`src/hw/rtl/ptq_pkg.sv`:
```
// Package for the paced tap-to-hit queue: widths, queue sizing, hit levels and
// the command and status structs between the controller and the group queues.
// Depends on nothing.
package ptq_pkg;

	localparam int NUM_GROUPS   = 2;
	localparam int NUM_CHANNELS = 8;
	localparam int CHANNEL_W    = 3;
	localparam int SUB_W        = 2;
	localparam int HOLD_W       = 16;
	localparam int LEVEL_W      = 15;

	localparam int QUEUE_DEPTH  = 16;
	localparam int QUEUE_IDX_W  = (QUEUE_DEPTH > 1) ? $clog2(QUEUE_DEPTH) : 1;
	localparam int QUEUE_CNT_W  = $clog2(QUEUE_DEPTH + 1);

	localparam logic [LEVEL_W-1:0] LEVEL_A        = 15'd16385;
	localparam logic [LEVEL_W-1:0] LEVEL_B        = 15'd16712;
	localparam logic [HOLD_W-1:0]  HOLD_OFF_RESET = 16'd4;

	// Command from the controller to one group queue.
	typedef struct packed {
		logic             push;
		logic             pop;
		logic [SUB_W-1:0] sub;
	} fifo_cmd_t;

	// Status of one group queue.
	typedef struct packed {
		logic             empty;
		logic             full;
		logic [SUB_W-1:0] head_sub;
	} fifo_stat_t;

endpackage

```
`src/hw/rtl/ptq_if.sv`:
```
// Valid/ready channel interfaces of the paced tap-to-hit queue: poll input,
// result output and the hold-off configuration write. Depends on ptq_pkg.
interface ptq_poll_if;
	import ptq_pkg::*;
	logic                 valid;
	logic                 ready;
	logic [CHANNEL_W-1:0] channel;
	logic                 tapped;
	modport source (output valid, output channel, output tapped, input ready);
	modport sink (input valid, input channel, input tapped, output ready);
endinterface

interface ptq_result_if;
	import ptq_pkg::*;
	logic               valid;
	logic               ready;
	logic [LEVEL_W-1:0] level;
	logic               dropped;
	modport source (output valid, output level, output dropped, input ready);
	modport sink (input valid, input level, input dropped, output ready);
endinterface

interface ptq_cfg_if;
	import ptq_pkg::*;
	logic              valid;
	logic              ready;
	logic [HOLD_W-1:0] data;
	modport source (output valid, output data, input ready);
	modport sink (input valid, input data, output ready);
endinterface

```
`src/hw/rtl/paced_tap_to_hit_queue_top.sv`:
```
// Paced tap-to-hit queue.
// Channels: poll (sink) carries channel and tapped for one sensor poll; result
// (source) carries level and dropped, exactly one result transaction per poll;
// cfg (sink) writes the 16-bit hold-off reload value and is always ready.
// Timing: an accepted poll is captured in the input register, and its result moves
// into the output register once that register is free or being emptied by the receiver.
// Throughput: one poll per cycle while the receiver is not stalling; the whole decision is
// one pass of short logic between the input register and the output register, with queue
// state updated in the same cycle so the next poll sees it.
// Stall: while the output register holds an untaken result, the input register
// keeps its poll and poll ready falls only once both registers are full.
// Reset: arst_n clears the hold-off counters, level toggles, queue heads and fill
// counts, empties both pipeline registers and sets the hold-off reload to 4.
// Depends on ptq_pkg, ptq_if, ptq_fifo and ptq_ctrl.
module paced_tap_to_hit_queue_top (
	input  logic         clk,
	input  logic         arst_n,
	ptq_poll_if.sink     poll,
	ptq_result_if.source result,
	ptq_cfg_if.sink      cfg
);
	import ptq_pkg::*;

	logic                            poll_valid_s1;
	logic [CHANNEL_W-1:0]            channel_s1;
	logic                            tapped_s1;
	logic                            result_valid_s2;
	logic [LEVEL_W-1:0]              level_s2;
	logic                            dropped_s2;
	logic [HOLD_W-1:0]               hold_off_polls_q;
	logic                            go;
	logic [LEVEL_W-1:0]              level;
	logic                            dropped;
	fifo_cmd_t [NUM_GROUPS-1:0]      cmd;
	fifo_stat_t [NUM_GROUPS-1:0]     stat;

	// The input stage moves on when the output register is free or being emptied.
	assign go         = poll_valid_s1 && (!result_valid_s2 || result.ready);
	assign poll.ready = !poll_valid_s1 || go;
	assign cfg.ready  = 1'b1;

	// Hold-off reload register.
	always_ff @(posedge clk or negedge arst_n) begin
		if (!arst_n) begin
			hold_off_polls_q <= HOLD_OFF_RESET;
		end else if (cfg.valid) begin
			hold_off_polls_q <= cfg.data;
		end
	end

	// Valid bits of the input and output registers.
	always_ff @(posedge clk or negedge arst_n) begin
		if (!arst_n) begin
			poll_valid_s1   <= 1'b0;
			result_valid_s2 <= 1'b0;
		end else begin
			if (poll.ready) begin
				poll_valid_s1 <= poll.valid;
			end
			if (go) begin
				result_valid_s2 <= 1'b1;
			end else if (result.ready) begin
				result_valid_s2 <= 1'b0;
			end
		end
	end

	// Payload of the input and output registers.
	always_ff @(posedge clk) begin
		if (poll.ready && poll.valid) begin
			channel_s1 <= poll.channel;
			tapped_s1  <= poll.tapped;
		end
		if (go) begin
			level_s2   <= level;
			dropped_s2 <= dropped;
		end
	end

	// One queue per group.
	for (genvar g = 0; g < NUM_GROUPS; g++) begin : g_fifo
		ptq_fifo u_fifo (
			.clk    (clk),
			.arst_n (arst_n),
			.cmd    (cmd[g]),
			.stat   (stat[g])
		);
	end

	ptq_ctrl u_ctrl (
		.clk            (clk),
		.arst_n         (arst_n),
		.go             (go),
		.channel        (channel_s1),
		.tapped         (tapped_s1),
		.hold_off_polls (hold_off_polls_q),
		.stat           (stat),
		.cmd            (cmd),
		.level          (level),
		.dropped        (dropped)
	);

	assign result.valid   = result_valid_s2;
	assign result.level   = level_s2;
	assign result.dropped = dropped_s2;

endmodule

```
`src/hw/rtl/ptq_fifo.sv`:
```
// Circular queue of pending channels for one group, with head and fill count.
// Depends on ptq_pkg for sizing and the command and status structs.
module ptq_fifo (
	input  logic               clk,
	input  logic               arst_n,
	input  ptq_pkg::fifo_cmd_t cmd,
	output ptq_pkg::fifo_stat_t stat
);
	import ptq_pkg::*;

	localparam int SUM_W = QUEUE_CNT_W + 1;

	logic [SUB_W-1:0]       entry_q [QUEUE_DEPTH];
	logic [QUEUE_IDX_W-1:0] head_q;
	logic [QUEUE_CNT_W-1:0] count_q;
	logic [SUM_W-1:0]       tail_sum;
	logic [SUM_W-1:0]       tail_wrap;
	logic [QUEUE_IDX_W-1:0] tail_idx;
	logic [QUEUE_IDX_W-1:0] head_next;

	// Tail slot is head plus count, wrapped once since the sum stays below twice the depth.
	always_comb begin
		tail_sum  = SUM_W'(head_q) + SUM_W'(count_q);
		tail_wrap = (tail_sum >= SUM_W'(QUEUE_DEPTH)) ? tail_sum - SUM_W'(QUEUE_DEPTH) : tail_sum;
		tail_idx  = tail_wrap[QUEUE_IDX_W-1:0];
		head_next = (head_q == QUEUE_IDX_W'(QUEUE_DEPTH - 1)) ? '0 : head_q + QUEUE_IDX_W'(1);
	end

	// Status toward the controller.
	assign stat.empty    = (count_q == '0);
	assign stat.full     = (count_q == QUEUE_CNT_W'(QUEUE_DEPTH));
	assign stat.head_sub = entry_q[head_q];

	// Head pointer and fill count.
	always_ff @(posedge clk or negedge arst_n) begin
		if (!arst_n) begin
			head_q  <= '0;
			count_q <= '0;
		end else begin
			if (cmd.pop) begin
				head_q  <= head_next;
				count_q <= count_q - QUEUE_CNT_W'(1);
			end else if (cmd.push) begin
				count_q <= count_q + QUEUE_CNT_W'(1);
			end
		end
	end

	// Entry storage has no reset; only written entries are read.
	always_ff @(posedge clk) begin
		if (cmd.push) begin
			entry_q[tail_idx] <= cmd.sub;
		end
	end

endmodule

```
`src/hw/rtl/ptq_ctrl.sv`:
```
// Per-poll decision logic: hold-off counters, per-channel level toggles and the
// push, pop and drop choices for the group queues. Depends on ptq_pkg.
module ptq_ctrl (
	input  logic                                        clk,
	input  logic                                        arst_n,
	input  logic                                        go,
	input  logic [ptq_pkg::CHANNEL_W-1:0]               channel,
	input  logic                                        tapped,
	input  logic [ptq_pkg::HOLD_W-1:0]                  hold_off_polls,
	input  ptq_pkg::fifo_stat_t [ptq_pkg::NUM_GROUPS-1:0] stat,
	output ptq_pkg::fifo_cmd_t [ptq_pkg::NUM_GROUPS-1:0]  cmd,
	output logic [ptq_pkg::LEVEL_W-1:0]                 level,
	output logic                                        dropped
);
	import ptq_pkg::*;

	logic [NUM_GROUPS-1:0][HOLD_W-1:0] hold_q;
	logic [NUM_GROUPS-1:0][HOLD_W-1:0] hold_eff;
	logic [NUM_CHANNELS-1:0]           toggle_q;
	logic                              grp;
	logic [SUB_W-1:0]                  sub;
	logic                              hit;
	logic                              push;
	logic                              pop;

	assign grp = channel[CHANNEL_W-1];
	assign sub = channel[SUB_W-1:0];

	// A poll of channel zero counts both hold-offs down, stopping at zero.
	always_comb begin
		for (int g = 0; g < NUM_GROUPS; g++) begin
			hold_eff[g] = (channel == '0 && hold_q[g] != '0) ? hold_q[g] - HOLD_W'(1) : hold_q[g];
		end
	end

	// Release the queue head, queue the tap, drop it when the queue is full, or hit at once.
	always_comb begin
		hit     = 1'b0;
		push    = 1'b0;
		pop     = 1'b0;
		dropped = 1'b0;
		if (!stat[grp].empty) begin
			if (stat[grp].head_sub == sub && hold_eff[grp] == '0) begin
				pop = 1'b1;
				hit = 1'b1;
			end else if (tapped) begin
				if (stat[grp].full) begin
					dropped = 1'b1;
				end else begin
					push = 1'b1;
				end
			end
		end else if (tapped) begin
			if (hold_eff[grp] != '0) begin
				push = 1'b1;
			end else begin
				hit = 1'b1;
			end
		end
	end

	// Commands reach only the polled group's queue, and only on a transaction.
	always_comb begin
		for (int g = 0; g < NUM_GROUPS; g++) begin
			cmd[g].push = go && push && (grp == 1'(g));
			cmd[g].pop  = go && pop && (grp == 1'(g));
			cmd[g].sub  = sub;
		end
	end

	assign level = hit ? (toggle_q[channel] ? LEVEL_B : LEVEL_A) : '0;

	// Hold-off reload on a hit and per-channel level toggle.
	always_ff @(posedge clk or negedge arst_n) begin
		if (!arst_n) begin
			hold_q   <= '0;
			toggle_q <= '0;
		end else if (go) begin
			for (int g = 0; g < NUM_GROUPS; g++) begin
				hold_q[g] <= (hit && grp == 1'(g)) ? hold_off_polls : hold_eff[g];
			end
			if (hit) begin
				toggle_q[channel] <= ~toggle_q[channel];
			end
		end
	end

endmodule

```
`src/flat_wrapper.sv`:
```
// flat-port wrapper written by rule: the top's interface ports become plain ports
module paced_tap_to_hit_queue_top_flat import ptq_pkg::*;
  (clk, arst_n, poll_valid, poll_channel, poll_tapped, poll_ready, result_valid, result_level, result_dropped, result_ready, cfg_valid, cfg_data, cfg_ready);
  ptq_poll_if poll_i ();
  ptq_result_if result_i ();
  ptq_cfg_if cfg_i ();
  input  logic clk;
  input  logic arst_n;
  input wire logic [$bits(poll_i.valid)-1:0] poll_valid;
  input wire logic [$bits(poll_i.channel)-1:0] poll_channel;
  input wire logic [$bits(poll_i.tapped)-1:0] poll_tapped;
  output wire logic [$bits(poll_i.ready)-1:0] poll_ready;
  output wire logic [$bits(result_i.valid)-1:0] result_valid;
  output wire logic [$bits(result_i.level)-1:0] result_level;
  output wire logic [$bits(result_i.dropped)-1:0] result_dropped;
  input wire logic [$bits(result_i.ready)-1:0] result_ready;
  input wire logic [$bits(cfg_i.valid)-1:0] cfg_valid;
  input wire logic [$bits(cfg_i.data)-1:0] cfg_data;
  output wire logic [$bits(cfg_i.ready)-1:0] cfg_ready;
  assign poll_i.valid = poll_valid;
  assign poll_i.channel = poll_channel;
  assign poll_i.tapped = poll_tapped;
  assign poll_ready = poll_i.ready;
  assign result_valid = result_i.valid;
  assign result_level = result_i.level;
  assign result_dropped = result_i.dropped;
  assign result_i.ready = result_ready;
  assign cfg_i.valid = cfg_valid;
  assign cfg_i.data = cfg_data;
  assign cfg_ready = cfg_i.ready;
  paced_tap_to_hit_queue_top u_core (.clk(clk), .arst_n(arst_n), .poll(poll_i), .result(result_i), .cfg(cfg_i));
endmodule
```
`config.mk`:
```
export PLATFORM = sky130hd
export DESIGN_NAME = paced_tap_to_hit_queue_top_flat
export DESIGN_NICKNAME = d
export VERILOG_FILES = /design/src/hw/rtl/ptq_pkg.sv /design/src/hw/rtl/ptq_if.sv /design/src/hw/rtl/paced_tap_to_hit_queue_top.sv /design/src/hw/rtl/ptq_fifo.sv /design/src/hw/rtl/ptq_ctrl.sv /design/src/flat_wrapper.sv
export SDC_FILE = /design/constraint.sdc
export NUM_CORES = 1
export LEC_CHECK = 0
export BUFFER_PORTS_ARGS = -buffer_cell sky130_fd_sc_hd__buf_2
export CORE_MARGIN = 2
export CORE_UTILIZATION = 40
export DETAILED_ROUTE_END_ITERATION = 8
export PLACE_DENSITY = 0.64
export SYNTH_ARGS = -nofsm -noshare
export SYNTH_HDL_FRONTEND = slang
export SYNTH_SLANG_ARGS = --single-unit
```
`constraint.sdc`:
```
create_clock -name clk -period 5.25 [get_ports clk]
set_input_delay 0.2625 -clock clk [delete_from_list [all_inputs] [get_ports clk]]
set_output_delay 0.2625 -clock clk [all_outputs]
set_load 0.02 [all_outputs]
```
## Word level (Yosys, flattened, before mapping)

Memory sizes are Yosys's and may differ from the RTL's.
Index checks and enable logic that the tools add are counted.
Widths: inputs -> output; s select.

- Add/subtract/negate cells: 12
- Magnitude comparators: 5
- Eq/ne operators: 5
- Mux-type cells: 40
- Bitwise operators: 3
- Reductions and logical operators: 30

Operators with widths:

| kind | number |
|---|---|
| $mux 16 | 6 |
| $reduce_bool 16->1 | 3 |
| $sub 16x1->16 const B | 2 |
| $mux 4 | 6 |
| $mux 1 | 20 |
| $mux 5 | 4 |
| $logic_not 16->1 | 1 |
| $logic_and 1x1->1 | 14 |
| $add 4x5->6 | 2 |
| $ge 6x5->1 const B | 2 |
| $add 5x1->5 const B | 2 |
| $eq 5x5->1 const B | 2 |
| $logic_not 5->1 | 2 |
| $sub 5x1->5 const B | 2 |
| $mux 9 | 1 |
| $add 4x1->4 const B | 2 |
| $bwmux 8 | 1 |
| $eq 4x4->1 const B | 2 |
| $sub 4x1->4 const B | 2 |
| $reduce_bool 2->1 | 3 |
| $lt 3x4->1 const B | 1 |
| $bmux 1 s3 | 1 |
| $demux 1 s3 | 1 |
| $ge 3x1->1 const B | 1 |
| other kinds (8) | 12 |

- Flip-flop bits (word level): 96
- Bits in writable memories: 64
- Input bits: 25
- Output and inout port bits: 19
- Word-level logic and storage cells: 111
- Memories: 2

Memories:

| memory | depth | bits a word | rd ports | clocked after memory_dff | wr ports | RTL line | source |
|---|---|---|---|---|---|---|---|
| u_core.g_fifo[0].u_fifo.entry_q | 16 | 2 | 1 | 0 | 1 | ptq_fifo.sv:13 | `logic [SUB_W-1:0] entry_q [QUEUE_DEPTH];` |
| u_core.g_fifo[1].u_fifo.entry_q | 16 | 2 | 1 | 0 | 1 | ptq_fifo.sv:13 |  |

## Logic depth before layout (Yosys ltp)

- Depth in word-level cells: 13
- Depth in mapped cells: 17
- Gate-level depth less buffers: 15

## Cells and area by module

A second synthesis with hierarchy kept.

- Cell total of the unflattened synthesis: 720
- Area, all modules: 8,602.0 um^2

Modules (own cells, without submodules):

| module | instances | cells an instance | area each (um^2) | seq. area each (um^2) |
|---|---|---|---|---|
| ptq_ctrl | 1 | 382 | 3,261.9 | 1,001.0 |
| ptq_fifo at u_core.g_fifo[1].u_fifo | 1 | 134 | 2,009.4 | 1,186.1 |
| ptq_fifo at u_core.g_fifo[0].u_fifo | 1 | 140 | 1,979.4 | 1,186.1 |
| paced_tap_to_hit_queue_top | 1 | 64 | 1,351.3 | 1,052.3 |

## Worst setup path before layout

OpenSTA, ideal clock, no wires.

- Path type: register to register
- Start: register u_core.channel_s1[1]
- End: register u_core.g_fifo[1].u_fifo.count_q[4]
- Library setup time: 123 ps
- Data arrival time: 3,994 ps
- Data required time: 5,127 ps
- Setup slack: 1,133 ps
- Stages on the path, launching flop included: 16
- Buffers on the path: 2
- Period minus slack after synthesis: 4,117 ps
- Cells stage by stage: edfxtp_1 > or4b_4 > or2_1 > buf_2 > or4_1 > o2111ai_1 > o32ai_2 > nand3_1 > or2_0 > clkbuf_1 > inv_1 > ha_1 > a21o_1 > a21oi_1 > mux2_2 > xnor2_1

RTL lines:

| what | RTL line | source |
|---|---|---|
| start, declared | paced_tap_to_hit_queue_top.sv:25 | `logic [CHANNEL_W-1:0] channel_s1;` |
| start signal, assigned | paced_tap_to_hit_queue_top.sv:71 | `channel_s1 <= poll.channel;` |
| end signal, assigned | ptq_fifo.sv:42 | `count_q <= count_q - QUEUE_CNT_W'(1);` |
| end signal, assigned | ptq_fifo.sv:44 | `count_q <= count_q + QUEUE_CNT_W'(1);` |
| end, declared | ptq_fifo.sv:15 | `logic [QUEUE_CNT_W-1:0] count_q;` |

==> metrics <==
status=complete, but fails checks; failing checks=hold timing; PortBufs=32; element type at the critical path start=flop; Mapped Cells=738; initial antenna violation count=0; GR Util All Layers=18.1%; syn avg cell area=11.2 sq um; CP arrival=between 4 and 5 ns; Layout Cells excl Fill=1,035; peak supply drop=between 200 and 300 uV; DR iter-0 viols=between 400 and 500; CTS Root Cell=clkbuf_16; Leakage=3.44 nW; I/O pins=44; final worst slack=between 0.7 and 0.8 ns; post-CTS setup buffer count=0; number of CTS-inserted buffers=17; clk_lat worst skew=0.43 ns; Placer Congestion=0.869; dpl hpwl=roughly 13 mm; Slew Viols, Final=0; sequential share of the synthesized area=49.2%; post-synthesis cell type count=78; first-pass GRT wire length=31.1 mm; die height=148 um; vias in the first global route=5,934; Worst setup EP type=flop; Total Die Area=21,800 sq um; total power=3.38 mW; Max FO, Critical Path=8; antenna diode count=0; pin count of the biggest net entering global routing=77; Area Growth Syn to Fin=11.5%; hold crit path type=input port to async pin; CTS tree=built; Nets=797; pin slew with the least headroom to its limit=0.993 ns; Reg2Reg Depth=15; Final min period=~4.5 ns; Slew HR=between 30 and 40%; Setup Skew=roughly 0.011 ns; Maximum Capacitance Violations=0; Async SR Flop Fraction=51.4%; Routed WL per cell=18.1 um; Power per Cell Area=between 300 and 400 nW/um^2; DRC viols=0; Congestion Overflow GR=0; most common cell after layout, fill and taps aside=dfrtp_1; Vias/cell=5.80; Hold WS=-0.00627 ns; RSZ-0062 raised after global routing=no; setup_tns=0 ns; Antenna Nets Post-Route=0; Tcrit/Tclk final=between 80% and 90%; endpoints failing setup=0; CORE AREA=between 20,000 and 25,000 sq um; Syn Std Cell Area=8260 sq um; Worst-path clk slew=0.07 ns; row count=52; endpoints failing hold=3; via count=6,000; CTS max path bufs=2; DP Cell Count=1,001; most frequent cells in the layout=75 x dfrtp_1, 72 x edfxtp_1, 40 x nand2_1, 38 x nor2_1, 37 x nor4_1; first-pass iteration count of the detailed router=5; synthesis warning total=0; Post-Route WL=18.8 mm; Crit Path Class=flop to flop; Worst R2R Start=u_core.u_ctrl.hold_q[0]; critical path required time=5.56 ns; H-tree depth=4; Synth Flop Type=dfrtp_1; post-layout util=45.5%; CP startpoint=u_core.u_ctrl.hold_q[0]; CTS sink count=148; Die W=~150 um; dpl ws=0.807 ns; initial core utilization=40.8%; Fmax achieved=224 MHz; EDFF count, synth=between 70 and 80; #FFs+latches synth=148; layout cells sized above 1=about 18%
## repair_timing
item                                    4_1_cts  5_1_grt
endpoints found under the setup margin        0        0
endpoints found under the hold margin         1        1
resized for setup                             0        0
hold buffers                                  1        1
## final timing paths
kind	endpoint	slack (ns)
max in group asynchronous	u_core.g_fifo[0].u_fifo.head_q[2]	4.60
min in group clk	u_core.poll_valid_s1	0.05
hold / removal	u_core.hold_off_polls_q[14]	-0.006
setup reg to reg	u_core.g_fifo[1].u_fifo.count_q[4]	0.78
setup / recovery	u_core.g_fifo[1].u_fifo.count_q[4]	0.78
hold reg to reg	u_core.u_ctrl.toggle_q[2]	0.50
## per-stage QoR
stage	area, sq um	hold WS (ns)
after detailed placement	8550	0.443
after global routing	9200	0.0387
after floorplan	8290	-0.0331
final	9200	-0.00627
after CTS	9190	0.0000394
after global placement	8550	0.441
## sequential cells by signal (all words and copies together) (netlist names), 3 cells and up
name / count
u_core.channel_s1: 3
u_core.hold_off_polls_q: 16
u_core.u_ctrl.toggle_q: 8
u_core.u_ctrl.hold_q: 32
u_core.g_fifo.u_fifo.count_q: 10
u_core.result.level: 3
u_core.g_fifo.u_fifo.entry_q: 64
u_core.g_fifo.u_fifo.head_q: 8
## cell usage after synthesis, drive strengths merged (26+ instances only)
master | number | share of area (%)
edfxtp | 72 | 26
mux2 | 35 | 4.8
o21ai | 28 | 1.7
nor2 | 38 | 1.7
nand3 | 31 | 1.9
buf | 28 | 2.2
nor3 | 29 | 1.9
nand2 | 40 | 1.8
clkbuf | 26 | 1.2
nor4 | 41 | 3.6
inv | 30 | 1.4
dfrtp | 75 | 23
mux2i | 28 | 3.4
## cells by family after synthesis
family / Yosys count / synth area share, %
compound gates: 139 / 12.0
xor+xnor: 25 / 2.65
fa+ha+maj: 20 / 3.39
buf+inv: 85 / 4.83
flops: 148 / 49.2
mux: 73 / 10.9
other cells: 2 / 0.0910
simple gates: 246 / 16.9
## layer usage
| layer | share of wire (%) | wire length (um) | GRT usage [%] |
|---|---|---|---|
| met1 | 44 | 8230 | 23.2 |
| met2 | 49 | 9180 | 30.1 |
| met3 | 4.6 | 857 | 4.04 |
| met4 | 2.6 | 491 | 6.59 |
| met5 | 0 | 0 | 0 |
## worst max-delay path, cell delays in order, from the launching register on
cell and delay [ns]:
dfrtp_1 0.43, inv_1 0.10, ha_1 0.25, or4b_4 0.52, o31a_1 0.31, a2111oi_0 0.41, o221a_2 0.31, a31o_2 0.20
nand3_1 0.13, or2_0 0.42, inv_1 0.20, ha_1 0.29, a21o_1 0.17, a21oi_1 0.15, mux2_2 0.35, xnor2_1 0.12
## layout make-up
class	instances	area [sq um]
flip-flops and latches	148	4070
clock buffers	18	429
multi-input cells	514	3820
well taps	270	338
inverters	31	116
clock inverters	14	201
fillers	1834	11000
repair buffers	40	228
## where the power goes
group	total (mW)	internal [mW]	switching [mW]
Combinational	0.654	0.249	0.405
Sequential	1.42	1.31	0.110
Clock	1.31	0.802	0.503
Total	3.38	2.36	1.02
(Power assumes the default switching activity.)
